<file path="config.mk">
export PLATFORM = sky130hd
export DESIGN_NAME = afsk_nrzi_modulator
export DESIGN_NICKNAME = d
export VERILOG_FILES = /design/src/afsk_pkg.sv /design/src/afsk_state_ram.sv /design/src/afsk_sample_gen.sv /design/src/afsk_nrzi_modulator.sv
export SDC_FILE = /design/constraint.sdc
export NUM_CORES = 1
export LEC_CHECK = 0
export BUFFER_PORTS_ARGS = -buffer_cell sky130_fd_sc_hd__buf_2
export CORE_ASPECT_RATIO = 1.75
export CORE_UTILIZATION = 39
export DETAILED_ROUTE_END_ITERATION = 16
export PLACE_DENSITY = 0.63
export RECOVER_POWER = 25
export SLEW_MARGIN = 5
export SYNTH_ARGS = -nofsm -noshare
export SYNTH_HDL_FRONTEND = slang
export SYNTH_SLANG_ARGS = --single-unit
</file>
<file path="constraint.sdc">
create_clock -name clk -period 7.5 [get_ports clk]
set_input_delay 2.25 -clock clk [delete_from_list [all_inputs] [get_ports clk]]
set_output_delay 2.25 -clock clk [all_outputs]
set_load 0.01 [all_outputs]
</file>
<file path="src/afsk_pkg.sv">
// Shared types, constants and the phase helper function of the AFSK NRZI modulator.
`default_nettype none

package afsk_pkg;

  localparam int PORTS           = 8;
  localparam int SAMPLES_PER_BIT = 11;
  localparam int TABLE_LEN       = 66;

  localparam int PORT_W = 3;
  localparam int PH_W   = $clog2(TABLE_LEN);
  localparam int CNT_W  = $clog2(SAMPLES_PER_BIT);

  localparam int MARK_STEP_I  = 6;
  localparam int SPACE_STEP_I = 11;

  localparam logic [PH_W-1:0] MARK_STEP  = PH_W'(MARK_STEP_I);
  localparam logic [PH_W-1:0] SPACE_STEP = PH_W'(SPACE_STEP_I);
  // Phase advance over one whole bit period, folded into the table.
  localparam logic [PH_W-1:0] MARK_OFS  = PH_W'((SAMPLES_PER_BIT * MARK_STEP_I) % TABLE_LEN);
  localparam logic [PH_W-1:0] SPACE_OFS = PH_W'((SAMPLES_PER_BIT * SPACE_STEP_I) % TABLE_LEN);

  localparam logic signed [7:0] LEVEL_MARK  = -8'sd128;
  localparam logic signed [7:0] LEVEL_SPACE = 8'sd127;

  localparam logic [5:0] FULL_LIMIT = 6'd24;
  localparam logic [5:0] BYTE_BITS  = 6'd8;
  localparam logic [5:0] HOLD_EXTRA = 6'd8;

  localparam logic MODE_PUSH = 1'b0;
  localparam logic MODE_TICK = 1'b1;

  localparam logic REG_ACTIVE_PORTS = 1'b0;
  localparam logic REG_LEVEL_MASK   = 1'b1;

  localparam logic signed [7:0] COS_WAVE [TABLE_LEN] = '{
    8'sd90, 8'sd90, 8'sd88, 8'sd86, 8'sd84, 8'sd80, 8'sd76, 8'sd71, 8'sd65, 8'sd59, 8'sd52,
    8'sd45, 8'sd37, 8'sd29, 8'sd21, 8'sd13, 8'sd4, -8'sd4, -8'sd13, -8'sd21, -8'sd29, -8'sd37,
    -8'sd45, -8'sd52, -8'sd59, -8'sd65, -8'sd71, -8'sd76, -8'sd80, -8'sd84, -8'sd86, -8'sd88,
    -8'sd90, -8'sd90, -8'sd90, -8'sd88, -8'sd86, -8'sd84, -8'sd80, -8'sd76, -8'sd71, -8'sd65,
    -8'sd59, -8'sd52, -8'sd45, -8'sd37, -8'sd29, -8'sd21, -8'sd13, -8'sd4, 8'sd4, 8'sd13,
    8'sd21, 8'sd29, 8'sd37, 8'sd45, 8'sd52, 8'sd59, 8'sd65, 8'sd71, 8'sd76, 8'sd80, 8'sd84,
    8'sd86, 8'sd88, 8'sd90
  };

  typedef enum logic [2:0] {
    KIND_SAMPLE   = 3'd0,
    KIND_ACCEPTED = 3'd1,
    KIND_REJECTED = 3'd2,
    KIND_IDLE     = 3'd3,
    KIND_PTT_OFF  = 3'd4,
    KIND_BAD_PORT = 3'd5
  } kind_t;

  typedef struct packed {
    logic              mode;
    logic [PORT_W-1:0] port;
    logic [7:0]        data_byte;
  } in_item_t;

  typedef struct packed {
    kind_t             kind;
    logic signed [7:0] sample;
    logic              dac_enable;
    logic [PORT_W-1:0] out_port;
    logic              last;
  } out_item_t;

  typedef struct packed {
    logic [31:0]     queue;
    logic [5:0]      count;
    logic [PH_W-1:0] phase;
    logic            level;
    logic [5:0]      hold;
  } port_state_t;

  // Work handed from the read-modify-write stage to the sample generator.
  typedef struct packed {
    logic              is_tick;
    logic              flat;
    logic              level;
    logic [PH_W-1:0]   phase;
    kind_t             kind;
    logic              dac;
    logic [PORT_W-1:0] port;
  } job_t;

  // Adds two phases that are both below the table length and wraps once.
  function automatic logic [PH_W-1:0] phase_add(logic [PH_W-1:0] ph, logic [PH_W-1:0] inc);
    logic [PH_W:0] sum;
    sum = {1'b0, ph} + {1'b0, inc};
    if (sum >= (PH_W+1)'(TABLE_LEN)) begin
      sum = sum - (PH_W+1)'(TABLE_LEN);
    end
    return sum[PH_W-1:0];
  endfunction

endpackage

`default_nettype wire

</file>
<file path="src/afsk_state_ram.sv">
// Per-port state memory with registered read and reset-cleared valid bits.
`default_nettype none

module afsk_state_ram (
  input  logic                        clk,
  input  logic                        rst_n,
  input  logic                        re,
  input  logic [afsk_pkg::PORT_W-1:0] raddr,
  output afsk_pkg::port_state_t       rdata,
  input  logic                        we,
  input  logic [afsk_pkg::PORT_W-1:0] waddr,
  input  afsk_pkg::port_state_t       wdata
);
  import afsk_pkg::*;

  port_state_t      mem [PORTS];
  port_state_t      rdata_r;
  logic             rvld_r;
  logic [PORTS-1:0] vld_r;

  always_ff @(posedge clk) begin
    if (!rst_n) begin
      vld_r  <= '0;
      rvld_r <= 1'b0;
    end else begin
      if (we) begin
        vld_r[waddr] <= 1'b1;
      end
      if (re) begin
        rvld_r <= vld_r[raddr];
      end
    end
  end

  always_ff @(posedge clk) begin
    if (we) begin
      mem[waddr] <= wdata;
    end
    if (re) begin
      rdata_r <= mem[raddr];
    end
  end

  // An entry never written since reset reads as all zero.
  assign rdata = rvld_r ? rdata_r : '0;

endmodule

`default_nettype wire

</file>
<file path="src/afsk_sample_gen.sv">
// Result sequencer: emits single status results and the sample burst of a bit tick.
`default_nettype none

module afsk_sample_gen (
  input  logic                 clk,
  input  logic                 rst_n,
  input  logic                 job_valid,
  input  afsk_pkg::job_t       job,
  output logic                 job_ready,
  output logic                 out_valid,
  input  logic                 out_stall,
  output afsk_pkg::out_item_t  out_data
);
  import afsk_pkg::*;

  logic              out_valid_r;
  out_item_t         out_r;
  logic [CNT_W-1:0]  rem_r;
  logic [PH_W-1:0]   ph_r;
  logic              lvl_r;
  logic              flat_r;
  logic [PORT_W-1:0] port_r;

  logic              adv;
  logic              busy;
  logic [PH_W-1:0]   ph_base;
  logic [PH_W-1:0]   ph_nxt;
  logic              lvl;
  logic              flat;
  logic signed [7:0] smp;

  assign adv       = !out_valid_r || !out_stall;
  assign busy      = (rem_r != '0);
  assign job_ready = adv && !busy;

  always_comb begin
    ph_base = busy ? ph_r : job.phase;
    lvl     = busy ? lvl_r : job.level;
    flat    = busy ? flat_r : job.flat;
    if (flat) begin
      ph_nxt = ph_base;
      smp    = lvl ? LEVEL_MARK : LEVEL_SPACE;
    end else begin
      ph_nxt = phase_add(ph_base, lvl ? MARK_STEP : SPACE_STEP);
      smp    = COS_WAVE[ph_nxt];
    end
  end

  always_ff @(posedge clk) begin
    if (!rst_n) begin
      out_valid_r <= 1'b0;
      rem_r       <= '0;
    end else if (adv) begin
      if (busy) begin
        out_valid_r <= 1'b1;
        rem_r       <= rem_r - CNT_W'(1);
      end else if (job_valid) begin
        out_valid_r <= 1'b1;
        rem_r       <= job.is_tick ? CNT_W'(SAMPLES_PER_BIT - 1) : '0;
      end else begin
        out_valid_r <= 1'b0;
      end
    end
  end

  always_ff @(posedge clk) begin
    if (adv) begin
      if (busy) begin
        out_r.kind       <= KIND_SAMPLE;
        out_r.sample     <= smp;
        out_r.dac_enable <= 1'b0;
        out_r.out_port   <= port_r;
        out_r.last       <= (rem_r == CNT_W'(1));
        ph_r             <= ph_nxt;
      end else if (job_valid) begin
        ph_r   <= ph_nxt;
        lvl_r  <= job.level;
        flat_r <= job.flat;
        port_r <= job.port;
        out_r.out_port <= job.port;
        if (job.is_tick) begin
          out_r.kind       <= KIND_SAMPLE;
          out_r.sample     <= smp;
          out_r.dac_enable <= 1'b0;
          out_r.last       <= (SAMPLES_PER_BIT == 1);
        end else begin
          out_r.kind       <= job.kind;
          out_r.sample     <= '0;
          out_r.dac_enable <= job.dac;
          out_r.last       <= 1'b1;
        end
      end
    end
  end

  assign out_valid = out_valid_r;
  assign out_data  = out_r;

endmodule

`default_nettype wire

</file>
<file path="src/afsk_nrzi_modulator.sv">
// Top level of the multi-port AFSK modulator with NRZI coding and keying hold.
//
//   channel  direction  handshake              payload
//   in       input      in_valid / in_stall    in_item_t: mode, port, data_byte
//   out      output     out_valid / out_stall  out_item_t: kind, sample, dac_enable,
//                                                          out_port, last
//   cfg      input      psel/penable/pwrite    paddr, pwdata, prdata, pready
//
// Push, idle tick and bad port give one result each and can follow every cycle unless stalled;
// a bit tick gives eleven samples, one per cycle unless stalled, holding the result sequencer.
// Port state is read at the edge that takes a request and written back when its job is taken,
// as the first result is registered; a request to the port being written takes forwarded state.
// Reset is synchronous; valid bits cleared at reset make unwritten ports read as zero.
// An output stall freezes the result register and, with a request waiting, the input too.
`default_nettype none

module afsk_nrzi_modulator (
  input  logic                clk,
  input  logic                rst_n,
  input  logic                in_valid,
  output logic                in_stall,
  input  afsk_pkg::in_item_t  in_data,
  output logic                out_valid,
  input  logic                out_stall,
  output afsk_pkg::out_item_t out_data,
  input  logic                psel,
  input  logic                penable,
  input  logic                pwrite,
  input  logic [2:0]          paddr,
  input  logic [31:0]         pwdata,
  output logic [31:0]         prdata,
  output logic                pready
);
  import afsk_pkg::*;

  logic [3:0]  active_ports_r;
  logic [7:0]  level_mask_r;

  logic        s1_valid_r;
  in_item_t    s1_item_r;
  logic        fwd_r;
  port_state_t fwd_st_r;

  port_state_t ram_rdata;
  port_state_t cur_st;
  port_state_t st_nxt;
  job_t        job;
  logic        job_ready;
  logic        fire;
  logic        we;
  logic        in_accept;
  logic        bad;
  logic        new_level;
  logic        cfg_wr;

  assign pready = 1'b1;
  assign cfg_wr = psel && penable && pwrite;

  always_ff @(posedge clk) begin
    if (!rst_n) begin
      active_ports_r <= 4'd1;
      level_mask_r   <= '0;
    end else if (cfg_wr) begin
      unique case (paddr[2])
        REG_ACTIVE_PORTS: active_ports_r <= pwdata[3:0];
        REG_LEVEL_MASK:   level_mask_r   <= pwdata[7:0];
        default:          ;
      endcase
    end
  end

  always_comb begin
    unique case (paddr[2])
      REG_ACTIVE_PORTS: prdata = {28'd0, active_ports_r};
      REG_LEVEL_MASK:   prdata = {24'd0, level_mask_r};
      default:          prdata = '0;
    endcase
  end

  assign fire      = s1_valid_r && job_ready;
  assign in_stall  = s1_valid_r && !fire;
  assign in_accept = in_valid && !in_stall;
  assign we        = fire && !bad;

  always_ff @(posedge clk) begin
    if (!rst_n) begin
      s1_valid_r <= 1'b0;
      fwd_r      <= 1'b0;
    end else begin
      if (in_accept) begin
        s1_valid_r <= 1'b1;
        // The memory returns the old entry when it is read while being written.
        fwd_r      <= we && (s1_item_r.port == in_data.port);
      end else if (fire) begin
        s1_valid_r <= 1'b0;
      end
    end
  end

  always_ff @(posedge clk) begin
    if (in_accept) begin
      s1_item_r <= in_data;
      fwd_st_r  <= st_nxt;
    end
  end

  afsk_state_ram u_ram (
    .clk   (clk),
    .rst_n (rst_n),
    .re    (in_accept),
    .raddr (in_data.port),
    .rdata (ram_rdata),
    .we    (we),
    .waddr (s1_item_r.port),
    .wdata (st_nxt)
  );

  assign cur_st = fwd_r ? fwd_st_r : ram_rdata;

  always_comb begin
    bad = ({1'b0, s1_item_r.port} >= active_ports_r) || (32'(s1_item_r.port) >= PORTS);
    new_level   = cur_st.level ^ !cur_st.queue[0];
    st_nxt      = cur_st;
    job.is_tick = 1'b0;
    job.flat    = level_mask_r[s1_item_r.port];
    job.level   = new_level;
    job.phase   = cur_st.phase;
    job.kind    = KIND_BAD_PORT;
    job.dac     = 1'b0;
    job.port    = s1_item_r.port;
    if (!bad) begin
      if (s1_item_r.mode == MODE_PUSH) begin
        if (cur_st.count > FULL_LIMIT) begin
          job.kind = KIND_REJECTED;
        end else begin
          job.kind     = KIND_ACCEPTED;
          job.dac      = (cur_st.hold == '0);
          st_nxt.queue = cur_st.queue | (32'(s1_item_r.data_byte) << cur_st.count[4:0]);
          st_nxt.count = cur_st.count + BYTE_BITS;
          st_nxt.hold  = cur_st.count + BYTE_BITS + HOLD_EXTRA;
        end
      end else if (cur_st.count != '0) begin
        job.is_tick  = 1'b1;
        job.kind     = KIND_SAMPLE;
        st_nxt.level = new_level;
        st_nxt.queue = cur_st.queue >> 1;
        st_nxt.count = cur_st.count - 6'd1;
        // The stored phase moves straight to where the burst will leave it.
        if (!job.flat) begin
          st_nxt.phase = phase_add(cur_st.phase, new_level ? MARK_OFS : SPACE_OFS);
        end
      end else if (cur_st.hold != '0) begin
        st_nxt.hold = cur_st.hold - 6'd1;
        job.kind    = (cur_st.hold == 6'd1) ? KIND_PTT_OFF : KIND_IDLE;
      end else begin
        job.kind = KIND_IDLE;
      end
    end
  end

  afsk_sample_gen u_gen (
    .clk       (clk),
    .rst_n     (rst_n),
    .job_valid (s1_valid_r),
    .job       (job),
    .job_ready (job_ready),
    .out_valid (out_valid),
    .out_stall (out_stall),
    .out_data  (out_data)
  );

endmodule

`default_nettype wire

</file>
==> reports/results.ini <==
[run_status]
status = finished, violations left
violations = max-capacitance violations, max-slew violations

[cts]
cts_sinks = 588
clock_latency_ns = 0.60
cts_setup_buffers = 0
cts_tree = built
cts.clk_slew.worst_paths_ns = 0.06
cts_buffers = 53
hold_buffers = 0
htree_levels = 2
cts_root_buf = clkbuf_16
cts-resized-gates = 0
clockBufferDepth = 3

[routing]
avgViaCountPerCell = 5.700
routed_wl_um = 59700
via_count = 14769
first_pass_iters = 5
drt-initial-drc-count = 986
ant_nets = 0
drc = 0
wire_per_inst_um = 23.04

[sta]
period_needed_ns = 6.593
skew_ns = 0.01699
fin_crit_sh_pct = 87.91
hold_violations = 0
setup_viol = 0
grt_setup_unrepaired = false
worst_slew_pin_slew_ns = 4.273
hold_ws_ns = 0.4625
finalMaxSlewViolations = 640
fmax_ghz = 0.1517
fin_tns_setup_ns = 0
relSlewSlack_pct = -184.9

[synth]
ys_seq_area_share_pct = 67.25
synthCells = 1616
ys_warn_count = 0
yosysTopAreaCell = edfxtp_1
ys_types = 89
synthTopCellsByArea = edfxtp_1 65%, mux4_2 9.2%, mux2_2 2.5%
synth_seq_cells = 588
synth_edf_count = 560
syn_area_um2 = 25840
async_reset_ff_share_pct = 0
netlist.area_leader.share_pct = 65.08
postSynthAreaPerCell_um2 = 15.99
synthFlopType = edfxtp_1

[die]
die_y_um = 342.5
rows = 124
coreArea_um2 = 65470
start_util_pct = 39.46
die_area_um2 = 67330
fp.dieW_um = 196.6
ios = 105

[grt]
grt_pass1_vias = 15100
grt_overflow_total = 0
busiest_layer = met2
grt_pass1_wl_um = 90750
use_met3_pct = 1.752
antenna_found_initial = 0
use_met1_pct = 20.84
use_met2_pct = 33.50
grt.total_usage_pct = 17.81
grt_max_degree = 66

[pwr]
peakVddDrop_mv = 0.3332
powerDensity_nw_per_um2 = 353.6
p_leak_nw = 9.912

[setup_path]
worstSetupPathType = reg2reg
endpoint_kind = register
rrSetupSlack_ns = 0.91
worst_ep_required_time_ns = 7.86
start_kind = register
worst_ep_arrival_time_ns = 6.95
cp_max_fo = 61

[run]
cap_viol_max_count = 14

[layout]
fin_cells = 2591
final_cell_area_um2 = 28680
area_growth_pct = 11.01
fin_nets = 1752
layout-drive-gt1-share_pct = 19.19
antennaDiodeCount = 0
final_core_util_pct = 43.81

[placement]
gp_congestion = 0.8764
dp.final_hpwl_um = 35850
place_inst = 2494
portBuffers = 53
placed_area_um2 = 27080

[min_path]
holdCritPathClass = reg2reg

## layout make-up
| type | count | area (um^2) |
|---|---|---|
| clock buffers | 67 | 1441 |
| fillers | 5827 | 36790 |
| multi-input cells | 905 | 7924 |
| inverters | 29 | 110.1 |
| well taps | 882 | 1104 |
| clock inverters | 30 | 257.7 |
| flip-flops and latches | 588 | 17380 |
| repair buffers | 90 | 470.5 |
## worst max-delay path, stage by stage, from the launching register on
cell and delay [ns]:
dfxtp_1 0.75, nor2b_1 0.21, buf_4 0.43, a21oi_1 0.55, nor2_1 0.10, a21oi_1 0.20
ha_1 0.24, nand2b_1 0.12, nand4b_1 0.09, a211oi_1 0.47, or3_1 0.19, nand3_1 0.23
or3_1 0.46, a21oi_1 0.20, xor2_1 0.21, inv_1 0.20, buf_4 0.22, ha_1 0.34
nand3_1 0.22, o21ai_0 0.12, a221oi_1 0.27, a211oi_1 0.09, a311oi_1 0.41
## registers in the layout, indices dropped and copies added (netlist names), 7 cells and up
name	count
u_ram.vld_r	8
u_gen.out_data	16
fwd_st_r	52
u_ram.rdata_r	52
u_ram.mem	416
s1_item_r	9
level_mask_r	8
u_gen.ph_r	7
## cells in the mapped netlist, drive strengths merged, types with 10 or more instances
master	number
a21boi	12
a21o	11
a21oi	57
a221oi	24
a22o	14
a22oi	31
and2	15
buf	45
clkbuf	72
dfxtp	28
edfxtp	560
ha	31
inv	29
mux2	59
mux2i	33
mux4	106
nand2	97
nand3	29
nor2	86
nor2b	10
nor3	17
o21a	13
o21ai	50
o22ai	21
xnor2	11
xor2	13
## worst paths after layout
kind                                startpoint                 to  depth (start not counted)
worst min-delay path            u_ram.vld_r[6]     u_ram.vld_r[6]                          1
worst max register to register           fwd_r  u_gen.out_data[7]                         22
worst min register to register  u_ram.vld_r[6]     u_ram.vld_r[6]                          1
worst max-delay path                     fwd_r  u_gen.out_data[7]                         22
## cells in the final DEF, fill, tap and decap left out, drive strengths merged, types with 7 or more instances in the layout
master	instances
a22o	14
buf	53
edfxtp	560
a21oi	57
clkbuf	104
a221o	7
mux4	106
a211oi	8
conb	25
o22ai	21
nand3	29
nand2	97
a22oi	31
xor2	13
mux2i	33
nor2b	10
ha	31
nand2b	8
o211ai	7
o221ai	7
and2	15
nor3	17
dfxtp	28
a21boi	12
o21ai	50
inv	33
a21o	11
nor2	86
o21a	13
clkinv	19
a221oi	24
xnor2	11
and3	7
mux2	59
a31oi	8
## report_power, final
group / switching (mW) / internal [mW] / leakage (nW) / total [mW]
clock: 1.19 / 1.47 / 0.831 / 2.66
sequential: 0.114 / 3.97 / 5.79 / 4.08
combinational: 2.26 / 1.14 / 3.29 / 3.40
## kinds of logic (layout without fill, tap and decap cells)
kind of cell / after synthesis / count (layout) / share of synthesized area, %
AOI/OAI and AO/OA: 315 / 315 / 8.605
adders and majority gates: 34 / 34 / 1.622
xor gates and xnor gates: 27 / 27 / 1.085
and+or+nand+nor: 306 / 306 / 5.719
DFF: 588 / 588 / 67.25
muxes: 198 / 198 / 13.09
buffers and inverters: 146 / 216 / 2.600
other: 2 / 25 / 0.02907
## through the flow
| stage | setup WS [ns] | power [mW] |
|---|---|---|
| 2_1_floorplan | 0.5436 | 6.544 |
| 3_3_place_gp | 1.171 | 7.449 |
| 3_5_place_dp | 1.177 | 7.504 |
| 4_1_cts | 1.150 | 10.16 |
| 5_1_grt | 0.4605 | 10.62 |
| 6_report | 0.9069 | 10.14 |
## routing by layer
layer | vias up | part of all wire [%]
li1 | 6518 | -
met1 | 7679 | 38
met2 | 459 | 54
met3 | 113 | 4.4
met4 | 0 | 2.9
met5 | - | 0
(Power assumes the default switching activity.)
